## src/sv/ddo_pkg.sv

```systemverilog
// ddo_pkg: shared types, constants and the CORDIC arctangent table for the
// odometry tracker. No dependencies; used by ddo_serial_unit and the top level.
`default_nettype none

package ddo_pkg;

  // fixed-point constants (Q8.24 and Q16.16 radians, CORDIC gain in Q2.30)
  localparam logic [26:0]        TWO_PI_Q24  = 27'd105414357;
  localparam logic [18:0]        TWO_PI_Q16  = 19'd411775;
  localparam logic signed [19:0] PI_Q16      = 20'sd205887;
  localparam logic signed [19:0] HALF_PI_Q16 = 20'sd102944;
  localparam logic signed [33:0] CORDIC_K    = 34'sd652032874;
  localparam int                 CORDIC_N    = 24;

  // marker correction divides the error by ten, rounded
  localparam int MARKER_DIV = 10;

  // serial unit sizing
  localparam int MUL_STEPS = 32;
  localparam int DIV_STEPS = 49;
  localparam int NUM_W     = 49;
  localparam int DVS_W     = 29;

  // register map, by word index
  localparam logic [2:0] REG_WHEEL_RADIUS  = 3'd0;
  localparam logic [2:0] REG_WHEEL_SPACING = 3'd1;
  localparam logic [2:0] REG_SAMPLE_PERIOD = 3'd2;
  localparam logic [2:0] REG_POLE_COUNT    = 3'd3;
  localparam logic [2:0] REG_GEAR          = 3'd4;

  localparam logic [15:0] RADIUS_RST  = 16'd1835;
  localparam logic [15:0] SPACING_RST = 16'd8651;
  localparam logic [15:0] PERIOD_RST  = 16'd2621;
  localparam logic [7:0]  POLES_RST   = 8'd8;
  localparam logic [9:0]  GEAR_RST    = 10'd120;

  // request to the shared multiply / divide unit
  typedef struct packed {
    logic               start;
    logic               is_div;
    logic [31:0]        mcand;
    logic [31:0]        mplier;
    logic [NUM_W-1:0]   num;
    logic [DVS_W-1:0]   dvs;
  } ddo_req_t;

  typedef enum logic [19:0] {
    S_IDLE = 20'b0000_0000_0000_0000_0001,
    S_W1M  = 20'b0000_0000_0000_0000_0010,
    S_W1D  = 20'b0000_0000_0000_0000_0100,
    S_W2M  = 20'b0000_0000_0000_0000_1000,
    S_W2D  = 20'b0000_0000_0000_0001_0000,
    S_V1M  = 20'b0000_0000_0000_0010_0000,
    S_V2M  = 20'b0000_0000_0000_0100_0000,
    S_WED  = 20'b0000_0000_0000_1000_0000,
    S_DSM  = 20'b0000_0000_0001_0000_0000,
    S_DTHM = 20'b0000_0000_0010_0000_0000,
    S_ANGD = 20'b0000_0000_0100_0000_0000,
    S_COR  = 20'b0000_0000_1000_0000_0000,
    S_PXM  = 20'b0000_0001_0000_0000_0000,
    S_PYM  = 20'b0000_0010_0000_0000_0000,
    S_HDD  = 20'b0000_0100_0000_0000_0000,
    S_MXD  = 20'b0000_1000_0000_0000_0000,
    S_MYD  = 20'b0001_0000_0000_0000_0000,
    S_MDD  = 20'b0010_0000_0000_0000_0000,
    S_MHD  = 20'b0100_0000_0000_0000_0000,
    S_OUT  = 20'b1000_0000_0000_0000_0000
  } ddo_state_t;

  // atan(2^-i) in Q2.30
  function automatic logic signed [33:0] cordic_atan(input logic [4:0] idx);
    logic signed [33:0] v;
    case (idx)
      5'd0:  v = 34'sd843314856;
      5'd1:  v = 34'sd497837829;
      5'd2:  v = 34'sd263043836;
      5'd3:  v = 34'sd133525158;
      5'd4:  v = 34'sd67021686;
      5'd5:  v = 34'sd33543515;
      5'd6:  v = 34'sd16775850;
      5'd7:  v = 34'sd8388437;
      5'd8:  v = 34'sd4194282;
      5'd9:  v = 34'sd2097149;
      5'd10: v = 34'sd1048575;
      5'd11: v = 34'sd524287;
      5'd12: v = 34'sd262143;
      5'd13: v = 34'sd131071;
      5'd14: v = 34'sd65535;
      5'd15: v = 34'sd32767;
      5'd16: v = 34'sd16383;
      5'd17: v = 34'sd8191;
      5'd18: v = 34'sd4095;
      5'd19: v = 34'sd2047;
      5'd20: v = 34'sd1023;
      5'd21: v = 34'sd511;
      5'd22: v = 34'sd255;
      5'd23: v = 34'sd127;
      default: v = 34'sd0;
    endcase
    return v;
  endfunction

endpackage

`default_nettype wire

```

## src/sv/ddo_serial_unit.sv

```systemverilog
// ddo_serial_unit: shared bit-serial unsigned multiplier (32 steps) and
// restoring divider (49 steps, quotient low 32 bits and remainder). Uses ddo_pkg.
`default_nettype none

module ddo_serial_unit (
  input  logic                      clk,
  input  logic                      rst_n,
  input  ddo_pkg::ddo_req_t         req,
  output logic                      done,
  output logic [63:0]               prod,
  output logic [31:0]               quo,
  output logic [ddo_pkg::DVS_W-1:0] rem
);

  logic                        busy_r;
  logic                        done_r;
  logic                        div_r;
  logic [5:0]                  cnt_r;
  logic [31:0]                 hi_r;
  logic [31:0]                 lo_r;
  logic [31:0]                 mc_r;
  logic [ddo_pkg::NUM_W-1:0]   dnd_r;
  logic [ddo_pkg::DVS_W-1:0]   dvs_r;
  logic [ddo_pkg::DVS_W-1:0]   rem_r;
  logic [31:0]                 quo_r;

  logic [32:0]                 msum;
  logic [ddo_pkg::DVS_W:0]     trial;
  logic [ddo_pkg::DVS_W:0]     tdiff;
  logic                        qbit;

  always_comb begin
    msum  = {1'b0, hi_r} + (lo_r[0] ? {1'b0, mc_r} : 33'd0);
    trial = {rem_r, dnd_r[ddo_pkg::NUM_W-1]};
    tdiff = trial - {1'b0, dvs_r};
    qbit  = (trial >= {1'b0, dvs_r});
  end

  always_ff @(posedge clk) begin
    if (!rst_n) begin
      busy_r <= 1'b0;
      done_r <= 1'b0;
    end else begin
      done_r <= 1'b0;
      if (req.start) begin
        busy_r <= 1'b1;
      end else if (busy_r && cnt_r == 6'd0) begin
        busy_r <= 1'b0;
        done_r <= 1'b1;
      end
    end
  end

  always_ff @(posedge clk) begin
    if (req.start) begin
      div_r <= req.is_div;
      if (req.is_div) begin
        dnd_r <= req.num;
        dvs_r <= req.dvs;
        rem_r <= '0;
        quo_r <= '0;
        cnt_r <= 6'(ddo_pkg::DIV_STEPS - 1);
      end else begin
        hi_r  <= '0;
        lo_r  <= req.mplier;
        mc_r  <= req.mcand;
        cnt_r <= 6'(ddo_pkg::MUL_STEPS - 1);
      end
    end else if (busy_r) begin
      cnt_r <= cnt_r - 6'd1;
      if (div_r) begin
        rem_r <= qbit ? tdiff[ddo_pkg::DVS_W-1:0] : trial[ddo_pkg::DVS_W-1:0];
        dnd_r <= {dnd_r[ddo_pkg::NUM_W-2:0], 1'b0};
        quo_r <= {quo_r[30:0], qbit};
      end else begin
        hi_r <= msum[32:1];
        lo_r <= {msum[0], lo_r[31:1]};
      end
    end
  end

  assign done = done_r;
  assign prod = {hi_r, lo_r};
  assign quo  = quo_r;
  assign rem  = rem_r;

endmodule

`default_nettype wire

```

## src/sv/diff_drive_odometry.sv

```systemverilog
// diff_drive_odometry: dead-reckoning pose tracker, sequencer, CORDIC and state.
// Depends on ddo_pkg and ddo_serial_unit.
//
//  port group  | direction | handshake          | word
//  in_*        | input     | in_valid/in_stall  | mode, wheel counts, marker pose
//  out_*       | output    | out_valid/out_stall| pose, wheel rates, speed, sums
//  APB         | input     | psel/penable       | five setup registers
//
// An encoder word runs eight multiplies and five divides on the single serial
// multiply/divide unit and 24 CORDIC steps, one after the other; a marker word
// runs four divides. The result then goes into the output register.
// Synchronous active-low reset clears pose, sums and registers to defaults.
// in_stall is high from accept until the result is in the output register;
// a stalled result holds while the next word is worked on.
`default_nettype none

module diff_drive_odometry (
  input  logic               clk,
  input  logic               rst_n,
  input  logic               in_valid,
  output logic               in_stall,
  input  logic               in_mode,
  input  logic signed [15:0] in_left_count,
  input  logic signed [15:0] in_right_count,
  input  logic signed [31:0] in_marker_x,
  input  logic signed [31:0] in_marker_y,
  input  logic signed [18:0] in_marker_heading,
  output logic               out_valid,
  input  logic               out_stall,
  output logic signed [31:0] out_pose_x,
  output logic signed [31:0] out_pose_y,
  output logic signed [18:0] out_pose_heading,
  output logic signed [31:0] out_wheel1_rate,
  output logic signed [31:0] out_wheel2_rate,
  output logic signed [31:0] out_body_speed,
  output logic signed [31:0] out_turn_rate,
  output logic signed [31:0] out_travelled,
  output logic signed [31:0] out_turned,
  input  logic               psel,
  input  logic               penable,
  input  logic               pwrite,
  input  logic [4:0]         paddr,
  input  logic [31:0]        pwdata,
  output logic [31:0]        prdata,
  output logic               pready
);

  function automatic logic [15:0] f_abs16(input logic [15:0] v);
    return v[15] ? (~v + 16'd1) : v;
  endfunction

  function automatic logic [31:0] f_abs32(input logic [31:0] v);
    return v[31] ? (~v + 32'd1) : v;
  endfunction

  function automatic logic [32:0] f_abs33(input logic [32:0] v);
    return v[32] ? (~v + 33'd1) : v;
  endfunction

  function automatic logic [31:0] f_sgn32(input logic neg, input logic [31:0] q);
    return neg ? (~q + 32'd1) : q;
  endfunction

  // fold a remainder of |a| mod 2pi back into [-pi, pi]
  function automatic logic [18:0] f_norm(input logic neg, input logic [18:0] rm);
    logic [19:0] r;
    r = (neg && rm != 19'd0) ? ({1'b0, ddo_pkg::TWO_PI_Q16} - {1'b0, rm}) : {1'b0, rm};
    if ($signed(r) > ddo_pkg::PI_Q16) r = r - {1'b0, ddo_pkg::TWO_PI_Q16};
    return r[18:0];
  endfunction

  function automatic logic [31:0] f_round16(input logic [63:0] p);
    logic [48:0] s;
    s = p[48:0] + 49'h8000;
    return s[47:16];
  endfunction

  function automatic logic [31:0] f_round30(input logic [63:0] p);
    logic [62:0] s;
    s = p[62:0] + 63'h2000_0000;
    return s[61:30];
  endfunction

  ddo_pkg::ddo_state_t state_r;
  logic                issued_r;
  logic                out_valid_r;

  logic [15:0] radius_r, spacing_r, period_r;
  logic [7:0]  poles_r;
  logic [9:0]  gear_r;

  logic [31:0] pos_x_r, pos_y_r, dist_r, angs_r;
  logic [18:0] heading_r;

  logic [15:0] c1_r, c2_r;
  logic [31:0] mx_r, my_r;
  logic [18:0] mh_r;
  logic [27:0] den_r;
  logic [31:0] w1_r, w2_r, v1_r, v2_r, ve_r, we_r, ds_r, dth_r;
  logic [18:0] delta_r;
  logic        sgn_r, sgn_nxt;
  logic        neg_r;
  logic [4:0]  cnt_r;
  logic signed [33:0] x_r, y_r, z_r;

  logic [31:0] o_px_r, o_py_r, o_w1_r, o_w2_r, o_ve_r, o_we_r, o_dist_r, o_angs_r;
  logic [18:0] o_hd_r;

  ddo_pkg::ddo_req_t         req;
  logic                      u_done;
  logic [63:0]               u_prod;
  logic [31:0]               u_quo;
  logic [ddo_pkg::DVS_W-1:0] u_rem;

  logic        accept, out_load, cfg_wr, run_st, cor_last;
  logic [7:0]  poles_e;
  logic [9:0]  gear_e;
  logic [15:0] spacing_e;
  logic [17:0] pg;
  logic [32:0] sum_v, diff_v, ang_a, hd_a, mx_d, my_d, mh_d;
  logic [33:0] ve_s;
  logic [32:0] hq_s;
  logic [31:0] ve_calc, h2;
  logic [18:0] nrm;
  logic signed [19:0] ang_n, ang_f, q20, t20, hd_new;
  logic        fold_neg;
  logic signed [33:0] dx, dy, at_c, x_abs_s, y_abs_s;
  logic signed [19:0] hd20;

  ddo_serial_unit u_unit (
    .clk  (clk),
    .rst_n(rst_n),
    .req  (req),
    .done (u_done),
    .prod (u_prod),
    .quo  (u_quo),
    .rem  (u_rem)
  );

  assign in_stall = (state_r != ddo_pkg::S_IDLE);
  assign accept   = in_valid && (state_r == ddo_pkg::S_IDLE);
  assign out_load = (state_r == ddo_pkg::S_OUT) && (!out_valid_r || !out_stall);
  assign cfg_wr   = psel && penable && pwrite;
  assign run_st   = !(state_r == ddo_pkg::S_IDLE || state_r == ddo_pkg::S_COR ||
                      state_r == ddo_pkg::S_OUT);
  assign cor_last = (cnt_r == 5'(ddo_pkg::CORDIC_N - 1));
  assign pready   = 1'b1;

  always_comb begin
    poles_e   = (poles_r == 8'd0) ? 8'd1 : poles_r;
    gear_e    = (gear_r == 10'd0) ? 10'd1 : gear_r;
    spacing_e = (spacing_r == 16'd0) ? 16'd1 : spacing_r;
    pg        = {10'b0, poles_e} * {8'b0, gear_e};

    sum_v   = {v1_r[31], v1_r} + {v2_r[31], v2_r};
    diff_v  = {v1_r[31], v1_r} - {v2_r[31], v2_r};
    ve_s    = {1'b0, f_abs33(sum_v)} + 34'd1;
    ve_calc = f_sgn32(sum_v[32], ve_s[32:1]);
    hq_s    = {1'b0, f_abs32(dth_r)} + 33'd1;
    h2      = f_sgn32(dth_r[31], hq_s[32:1]);
    ang_a   = {{14{heading_r[18]}}, heading_r} + {h2[31], h2};
    hd_a    = {{14{heading_r[18]}}, heading_r} + {dth_r[31], dth_r};
    mx_d    = {mx_r[31], mx_r} - {pos_x_r[31], pos_x_r};
    my_d    = {my_r[31], my_r} - {pos_y_r[31], pos_y_r};
    mh_d    = {{14{mh_r[18]}}, mh_r} - {{14{heading_r[18]}}, heading_r};

    nrm   = f_norm(sgn_r, u_rem[18:0]);
    ang_n = signed'({nrm[18], nrm});
    fold_neg = 1'b0;
    ang_f    = ang_n;
    if (ang_n > ddo_pkg::HALF_PI_Q16) begin
      ang_f    = ang_n - ddo_pkg::PI_Q16;
      fold_neg = 1'b1;
    end else if (ang_n < -ddo_pkg::HALF_PI_Q16) begin
      ang_f    = ang_n + ddo_pkg::PI_Q16;
      fold_neg = 1'b1;
    end

    // marker heading pull, then one wrap step
    q20    = signed'(u_quo[19:0]);
    t20    = signed'({heading_r[18], heading_r}) + (sgn_r ? -q20 : q20);
    hd_new = t20;
    if (t20 > ddo_pkg::PI_Q16) begin
      hd_new = t20 - signed'({1'b0, ddo_pkg::TWO_PI_Q16});
    end else if (t20 < -ddo_pkg::PI_Q16) begin
      hd_new = t20 + signed'({1'b0, ddo_pkg::TWO_PI_Q16});
    end

    dx      = y_r >>> cnt_r;
    dy      = x_r >>> cnt_r;
    at_c    = ddo_pkg::cordic_atan(cnt_r);
    x_abs_s = x_r[33] ? -x_r : x_r;
    y_abs_s = y_r[33] ? -y_r : y_r;
    hd20    = signed'({heading_r[18], heading_r});
  end

  // launch requests to the serial unit
  always_comb begin
    req       = '0;
    req.start = run_st && !issued_r;
    sgn_nxt   = sgn_r;
    unique case (state_r)
      ddo_pkg::S_W1M, ddo_pkg::S_W2M: begin
        req.mcand  = {5'b0, ddo_pkg::TWO_PI_Q24};
        req.mplier = {16'b0, f_abs16((state_r == ddo_pkg::S_W1M) ? c1_r : c2_r)};
      end
      ddo_pkg::S_W1D, ddo_pkg::S_W2D: begin
        req.is_div = 1'b1;
        req.num    = u_prod[48:0] + {22'b0, den_r[27:1]};
        req.dvs    = {1'b0, den_r};
      end
      ddo_pkg::S_V1M: begin
        req.mcand  = f_abs32(w1_r);
        req.mplier = {16'b0, radius_r};
      end
      ddo_pkg::S_V2M: begin
        req.mcand  = f_abs32(w2_r);
        req.mplier = {16'b0, radius_r};
      end
      ddo_pkg::S_WED: begin
        req.is_div = 1'b1;
        req.num    = {f_abs33(diff_v), 16'b0} + {34'b0, spacing_e[15:1]};
        req.dvs    = {13'b0, spacing_e};
        sgn_nxt    = diff_v[32];
      end
      ddo_pkg::S_DSM: begin
        req.mcand  = f_abs32(ve_r);
        req.mplier = {16'b0, period_r};
      end
      ddo_pkg::S_DTHM: begin
        req.mcand  = f_abs32(we_r);
        req.mplier = {16'b0, period_r};
      end
      ddo_pkg::S_ANGD: begin
        req.is_div = 1'b1;
        req.num    = {16'b0, f_abs33(ang_a)};
        req.dvs    = {10'b0, ddo_pkg::TWO_PI_Q16};
        sgn_nxt    = ang_a[32];
      end
      ddo_pkg::S_PXM: begin
        req.mcand  = f_abs32(ds_r);
        req.mplier = x_abs_s[31:0];
        sgn_nxt    = ds_r[31] ^ x_r[33] ^ neg_r;
      end
      ddo_pkg::S_PYM: begin
        req.mcand  = f_abs32(ds_r);
        req.mplier = y_abs_s[31:0];
        sgn_nxt    = ds_r[31] ^ y_r[33] ^ neg_r;
      end
      ddo_pkg::S_HDD: begin
        req.is_div = 1'b1;
        req.num    = {16'b0, f_abs33(hd_a)};
        req.dvs    = {10'b0, ddo_pkg::TWO_PI_Q16};
        sgn_nxt    = hd_a[32];
      end
      ddo_pkg::S_MXD: begin
        req.is_div = 1'b1;
        req.num    = {16'b0, f_abs33(mx_d)} + 49'(ddo_pkg::MARKER_DIV / 2);
        req.dvs    = 29'(ddo_pkg::MARKER_DIV);
        sgn_nxt    = mx_d[32];
      end
      ddo_pkg::S_MYD: begin
        req.is_div = 1'b1;
        req.num    = {16'b0, f_abs33(my_d)} + 49'(ddo_pkg::MARKER_DIV / 2);
        req.dvs    = 29'(ddo_pkg::MARKER_DIV);
        sgn_nxt    = my_d[32];
      end
      ddo_pkg::S_MDD: begin
        req.is_div = 1'b1;
        req.num    = {16'b0, f_abs33(mh_d)};
        req.dvs    = {10'b0, ddo_pkg::TWO_PI_Q16};
        sgn_nxt    = mh_d[32];
      end
      ddo_pkg::S_MHD: begin
        req.is_div = 1'b1;
        req.num    = {16'b0, f_abs33({{14{delta_r[18]}}, delta_r})} +
                     49'(ddo_pkg::MARKER_DIV / 2);
        req.dvs    = 29'(ddo_pkg::MARKER_DIV);
        sgn_nxt    = delta_r[18];
      end
      default: ;
    endcase
  end

  // control, architectural state and setup registers
  always_ff @(posedge clk) begin
    if (!rst_n) begin
      state_r     <= ddo_pkg::S_IDLE;
      issued_r    <= 1'b0;
      out_valid_r <= 1'b0;
      pos_x_r     <= '0;
      pos_y_r     <= '0;
      heading_r   <= '0;
      dist_r      <= '0;
      angs_r      <= '0;
      radius_r    <= ddo_pkg::RADIUS_RST;
      spacing_r   <= ddo_pkg::SPACING_RST;
      period_r    <= ddo_pkg::PERIOD_RST;
      poles_r     <= ddo_pkg::POLES_RST;
      gear_r      <= ddo_pkg::GEAR_RST;
    end else begin
      if (cfg_wr) begin
        unique case (paddr[4:2])
          ddo_pkg::REG_WHEEL_RADIUS:  radius_r  <= pwdata[15:0];
          ddo_pkg::REG_WHEEL_SPACING: spacing_r <= pwdata[15:0];
          ddo_pkg::REG_SAMPLE_PERIOD: period_r  <= pwdata[15:0];
          ddo_pkg::REG_POLE_COUNT:    poles_r   <= pwdata[7:0];
          ddo_pkg::REG_GEAR:          gear_r    <= pwdata[9:0];
          default: ;
        endcase
      end

      if (req.start) begin
        issued_r <= 1'b1;
      end else if (u_done) begin
        issued_r <= 1'b0;
      end

      if (out_load) begin
        out_valid_r <= 1'b1;
      end else if (!out_stall) begin
        out_valid_r <= 1'b0;
      end

      unique case (state_r)
        ddo_pkg::S_IDLE: begin
          if (accept) state_r <= in_mode ? ddo_pkg::S_MXD : ddo_pkg::S_W1M;
        end
        ddo_pkg::S_W1M:  if (u_done) state_r <= ddo_pkg::S_W1D;
        ddo_pkg::S_W1D:  if (u_done) state_r <= ddo_pkg::S_W2M;
        ddo_pkg::S_W2M:  if (u_done) state_r <= ddo_pkg::S_W2D;
        ddo_pkg::S_W2D:  if (u_done) state_r <= ddo_pkg::S_V1M;
        ddo_pkg::S_V1M:  if (u_done) state_r <= ddo_pkg::S_V2M;
        ddo_pkg::S_V2M:  if (u_done) state_r <= ddo_pkg::S_WED;
        ddo_pkg::S_WED:  if (u_done) state_r <= ddo_pkg::S_DSM;
        ddo_pkg::S_DSM:  if (u_done) state_r <= ddo_pkg::S_DTHM;
        ddo_pkg::S_DTHM: if (u_done) state_r <= ddo_pkg::S_ANGD;
        ddo_pkg::S_ANGD: if (u_done) state_r <= ddo_pkg::S_COR;
        ddo_pkg::S_COR:  if (cor_last) state_r <= ddo_pkg::S_PXM;
        ddo_pkg::S_PXM: begin
          if (u_done) begin
            pos_x_r <= pos_x_r + f_sgn32(sgn_r, f_round30(u_prod));
            state_r <= ddo_pkg::S_PYM;
          end
        end
        ddo_pkg::S_PYM: begin
          if (u_done) begin
            pos_y_r <= pos_y_r + f_sgn32(sgn_r, f_round30(u_prod));
            state_r <= ddo_pkg::S_HDD;
          end
        end
        ddo_pkg::S_HDD: begin
          if (u_done) begin
            heading_r <= nrm;
            dist_r    <= dist_r + ds_r;
            angs_r    <= angs_r + dth_r;
            state_r   <= ddo_pkg::S_OUT;
          end
        end
        ddo_pkg::S_MXD: begin
          if (u_done) begin
            pos_x_r <= pos_x_r + f_sgn32(sgn_r, u_quo);
            state_r <= ddo_pkg::S_MYD;
          end
        end
        ddo_pkg::S_MYD: begin
          if (u_done) begin
            pos_y_r <= pos_y_r + f_sgn32(sgn_r, u_quo);
            state_r <= ddo_pkg::S_MDD;
          end
        end
        ddo_pkg::S_MDD:  if (u_done) state_r <= ddo_pkg::S_MHD;
        ddo_pkg::S_MHD: begin
          if (u_done) begin
            heading_r <= hd_new[18:0];
            state_r   <= ddo_pkg::S_OUT;
          end
        end
        ddo_pkg::S_OUT:  if (out_load) state_r <= ddo_pkg::S_IDLE;
        default:         state_r <= ddo_pkg::S_IDLE;
      endcase
    end
  end

  // working registers, no reset needed
  always_ff @(posedge clk) begin
    if (req.start) sgn_r <= sgn_nxt;

    if (accept) begin
      c1_r  <= in_left_count;
      c2_r  <= in_right_count;
      mx_r  <= in_marker_x;
      my_r  <= in_marker_y;
      mh_r  <= in_marker_heading;
      den_r <= {pg, 10'b0};
      w1_r  <= '0;
      w2_r  <= '0;
      ve_r  <= '0;
      we_r  <= '0;
    end

    if (state_r == ddo_pkg::S_WED && req.start) ve_r <= ve_calc;

    if (u_done) begin
      unique case (state_r)
        ddo_pkg::S_W1D:  w1_r  <= f_sgn32(c1_r[15], u_quo);
        ddo_pkg::S_W2D:  w2_r  <= f_sgn32(c2_r[15], u_quo);
        ddo_pkg::S_V1M:  v1_r  <= f_sgn32(w1_r[31], f_round16(u_prod));
        ddo_pkg::S_V2M:  v2_r  <= f_sgn32(w2_r[31], f_round16(u_prod));
        ddo_pkg::S_WED:  we_r  <= f_sgn32(sgn_r, u_quo);
        ddo_pkg::S_DSM:  ds_r  <= f_sgn32(ve_r[31], f_round16(u_prod));
        ddo_pkg::S_DTHM: dth_r <= f_sgn32(we_r[31], f_round16(u_prod));
        ddo_pkg::S_ANGD: begin
          x_r   <= ddo_pkg::CORDIC_K;
          y_r   <= '0;
          z_r   <= signed'({ang_f, 14'b0});
          neg_r <= fold_neg;
          cnt_r <= '0;
        end
        ddo_pkg::S_MDD:  delta_r <= nrm;
        default: ;
      endcase
    end

    if (state_r == ddo_pkg::S_COR) begin
      cnt_r <= cnt_r + 5'd1;
      if (!z_r[33]) begin
        x_r <= x_r - dx;
        y_r <= y_r + dy;
        z_r <= z_r - at_c;
      end else begin
        x_r <= x_r + dx;
        y_r <= y_r - dy;
        z_r <= z_r + at_c;
      end
    end

    if (out_load) begin
      o_px_r   <= pos_x_r;
      o_py_r   <= pos_y_r;
      o_hd_r   <= heading_r;
      o_w1_r   <= w1_r;
      o_w2_r   <= w2_r;
      o_ve_r   <= ve_r;
      o_we_r   <= we_r;
      o_dist_r <= dist_r;
      o_angs_r <= angs_r;
    end
  end

  always_comb begin
    unique case (paddr[4:2])
      ddo_pkg::REG_WHEEL_RADIUS:  prdata = {16'b0, radius_r};
      ddo_pkg::REG_WHEEL_SPACING: prdata = {16'b0, spacing_r};
      ddo_pkg::REG_SAMPLE_PERIOD: prdata = {16'b0, period_r};
      ddo_pkg::REG_POLE_COUNT:    prdata = {24'b0, poles_r};
      ddo_pkg::REG_GEAR:          prdata = {22'b0, gear_r};
      default:                    prdata = '0;
    endcase
  end

  assign out_valid        = out_valid_r;
  assign out_pose_x       = signed'(o_px_r);
  assign out_pose_y       = signed'(o_py_r);
  assign out_pose_heading = signed'(o_hd_r);
  assign out_wheel1_rate  = signed'(o_w1_r);
  assign out_wheel2_rate  = signed'(o_w2_r);
  assign out_body_speed   = signed'(o_ve_r);
  assign out_turn_rate    = signed'(o_we_r);
  assign out_travelled    = signed'(o_dist_r);
  assign out_turned       = signed'(o_angs_r);

  // heading stays wrapped
  a_heading_range: assert property (@(posedge clk) disable iff (!rst_n)
    (hd20 <= ddo_pkg::PI_Q16) && (hd20 >= -ddo_pkg::PI_Q16))
    else $error("heading out of range");

  a_accept_leaves_idle: assert property (@(posedge clk) disable iff (!rst_n)
    accept |=> (state_r != ddo_pkg::S_IDLE))
    else $error("accepted word did not start work");

  a_done_only_issued: assert property (@(posedge clk) disable iff (!rst_n)
    u_done |-> (issued_r && state_r != ddo_pkg::S_IDLE))
    else $error("serial unit finished with nothing issued");

  a_out_from_out_state: assert property (@(posedge clk) disable iff (!rst_n)
    $rose(out_valid_r) |-> $past(state_r == ddo_pkg::S_OUT))
    else $error("result word loaded outside output state");

endmodule

`default_nettype wire
```

## config.mk

```make
export PLATFORM = sky130hd
export DESIGN_NAME = diff_drive_odometry
export DESIGN_NICKNAME = d
export VERILOG_FILES = /design/src/sv/ddo_pkg.sv /design/src/sv/ddo_serial_unit.sv /design/src/sv/diff_drive_odometry.sv
export SDC_FILE = /design/constraint.sdc
export NUM_CORES = 2
export LEC_CHECK = 0
export BUFFER_PORTS_ARGS = -buffer_cell sky130_fd_sc_hd__buf_4
export CORE_AREA = 2 2 516 467
export CTS_CLUSTER_DIAMETER = 120
export DETAILED_ROUTE_END_ITERATION = 10
export DIE_AREA = 0 0 518 469
export HOLD_SLACK_MARGIN = 0.1
export PLACE_DENSITY = 0.67
export SLEW_MARGIN = 20
export SYNTH_ARGS = -nofsm -noshare
export SYNTH_HDL_FRONTEND = slang
export SYNTH_SLANG_ARGS = --single-unit
```

## constraint.sdc

```tcl
create_clock -name clk -period 39.7 [get_ports clk]
set_input_delay 5.955 -clock clk [delete_from_list [all_inputs] [get_ports clk]]
set_output_delay 5.955 -clock clk [all_outputs]
set_load 0.02 [all_outputs]
```

==> impl_results.md <==
* Leak at 45.35 nW
* Final Cell Area at 118,100 µm²
* MaxCap Viol Count at 0
* Syn Inst Count at 12,405
* Outcome: completed
* Share of post-route cells with drive strength above 1 at 8.765%
* Final period util at 34.21%
* Placed insts at 15,578
* Initial antenna violation count at 22
* Row cnt at 170
* Fin crit period at 13.58 ns
* Slew Limit Fails at 0
* Cell area after placement at 112,800 µm²
* Synthesized area per cell at 8.584 µm²
* Worst min-delay path category: flip-flop to flip-flop
* Data required time of the worst path at 33.74 ns
* CTS Sinks at 1,300
* Antenna-violating nets left at 0
* Cell variety after synth at 118
* DPL Wire Length at 285,900 µm
* CP max stage delay at 0.58 ns
* Commonest non-fill, non-tap cell in the layout: nand2_1
* Commonest cells after routing, fill and taps aside: 1,516 x nand2_1, 937 x nor2_1, 937 x edfxtp_1
* DRC viols at 0
* Clock Root Buffer: clkbuf_16
* # resized after CTS at 0
* Post-Synth Adder-Cell Area at 8.526%
* Setup crit end kind: output pin
* Worst path top cell family by delay: simple AND/OR/NAND/NOR gates
* Yosys warnings at 0
* GRT Total Usage at 29.23%
* IO Port Bufs at 434
* Nets@finish at 13,402
* Total grt overflow at 0
* Fin. Hold Viols at 0
* Worst skew pair latency at 0.88 ns
* Post-Layout Cell Count at 15,871
* Initial core utilization at 44.86%
* H-tree lvl count at 4
* Crit start category: input pin
* Worst-Margin Slew at 1.255 ns
* Worst-path cell with the longest stage delay: nor2b_1
* RSZ-0062 raised after global routing: no
* Avg WL per Cell at 23.39 µm
* CP arrival at 7.63 ns
* Number of DRC markers in iteration 0 at 11,990
* Layout Skew at 0.1112 ns
* Count of hold buffers inserted by post-cts repair at 0
* Power Total at 6.393 mW
* Worst path most repeated cell: buf_4
* Largest net degree at the start of global routing at 135
* Ys async rst share at 0%
* CTS max path bufs at 4
* Total CTS buffers at 157
* Final wirelength at 371,200 µm
* CTS tree: yes
* Worst IR Drop VDD at 0.05308 mV
* Drt via density at 6.036
* Synthesized flop and latch total at 1,300
* # IOs at 470
* Post-synthesis mux area share at 2.778%
* Area share of and/or/nand/nor cells after synthesis at 20.00%
* Slew margin rel. at 16.06%
* Crit-path cells: buf_4, nor2b_1, a22oi_1, o22ai_1, buf_4
* Critical path buffer and inverter count at 2
* Wire length of the first global-routing pass at 546,100 µm
* Die width at 518 µm
* Core box area at 237,400 µm²
* Largest family of logic cells by synthesized area: simple AND/OR/NAND/NOR gates
* Complex-gate fraction of the synthesized area at 18.64%
* Post-Syn Area at 106,500 µm²
* Die height at 469 µm
* Postcts setup bufs at 0
* Crit Path Max Fanout at 24
* Synth Flop Type: edfxtp_1
* Final setup viols at 0
* Number of enable flip-flop cells after synthesis at 937
* Area grow syn2layout at 10.88%
* Xor/xnor cell area share of the yosys netlist at 12.65%
* WS Path Type: input pin to output pin
* Post-Route Utilization at 49.74%
* Vias in the first global route at 85,574
* Final TNS setup at 0 ns
* Placer Congestion at 0.9847
* Drt first pass iters at 9
* CTS clk-pin slew, worst paths at 0.06 ns
* Pwr per Cell Area at 54.14 nW/µm²
* Via Count at 95,794
* Maximum clock frequency at 73.62 MHz
* Die Area at 242,900 µm²
* Register area share after synthesis at 33.25%
metal layers:
metal | track usage [%] | vias up | routed length, µm
li1 | - | 45107 | -
met1 | 41.37 | 45364 | 159200
met2 | 43.43 | 4694 | 155800
met3 | 5.847 | 621 | 39210
met4 | 11.99 | 8 | 16940
met5 | 0 | - | 57
worst register-to-register path, delay by kind of cell, from the launching register on:
kind	cells	cell delay, ns
DFF	1	0.80
and+or+nand+nor	13	4.03
AOI/OAI and AO/OA	8	2.46
xor gates and xnor gates	5	0.73
buffers and inverters	1	0.11
adders and majority gates	2	0.67
metrics by stage:
step	hold WS (ns)	setup slack, ns
finish	0.4579	26.12
global route	0.4676	26.05
CTS	0.4548	26.21
detailed placement	0.4421	26.21
global placement	0.4399	26.27
floorplan	0.4064	19.55
logic make-up after synthesis:
group / after synthesis
other: 2
and+or+nand+nor: 4433
xor gates and xnor gates: 1536
buffers and inverters: 1145
DFF: 1300
AOI/OAI and AO/OA: 3080
muxes: 223
adders and majority gates: 686
Yosys cell counts, types with 152 or more instances:
library cell,count,area share [%]
nand2_1,1520,5.4
nor2_1,944,3.3
edfxtp_1,937,26
o21ai_0,869,4.1
xnor2_1,823,6.8
xor2_1,711,5.8
a21oi_1,705,3.3
ha_1,620,7.3
inv_1,525,1.9
clkbuf_1,501,1.8
dfxtp_1,363,6.8
nand3_1,332,1.6
nor3_1,302,1.4
and2_1,273,1.6
a21o_1,154,1.1
o31ai_1,152,1.1
layout make-up:
class                      count  area (µm²)
tap                         3182        3981
sequential                  1300       35410
inverter                     533        2011
antenna                       13       32.53
timing repair buffer         589        4471
fill                       22719      119300
clock inverter                99        1066
clock buffer                 180        4173
multi-input combinational   9975       66930
flip-flops by register name (all words and copies together) (netlist names), 34 cells and up:
register / count
y_r: 34
z_r: 34
x_r: 34
u_unit.dnd_r: 49
report_power, final:
part	total, mW	switching, mW	leakage (nW)	internal (mW)
Combinational	2.92	1.93	31.5	0.992
Sequential	1.98	0.208	11.3	1.77
Clock	1.50	0.628	2.55	0.868
worst paths after layout:
path	startpoint	endpoint	slack (ns)	depth (start not counted)
max	paddr[2]	prdata[0]	26.12	5
max reg2reg	dth_r[0]	u_unit.dnd_r[29]	30.57	29
min reg2reg	angs_r[31]	out_turned[31]	0.46	0
min	angs_r[31]	out_turned[31]	0.46	0
Note: power is estimated with default switching activity, not from simulation.
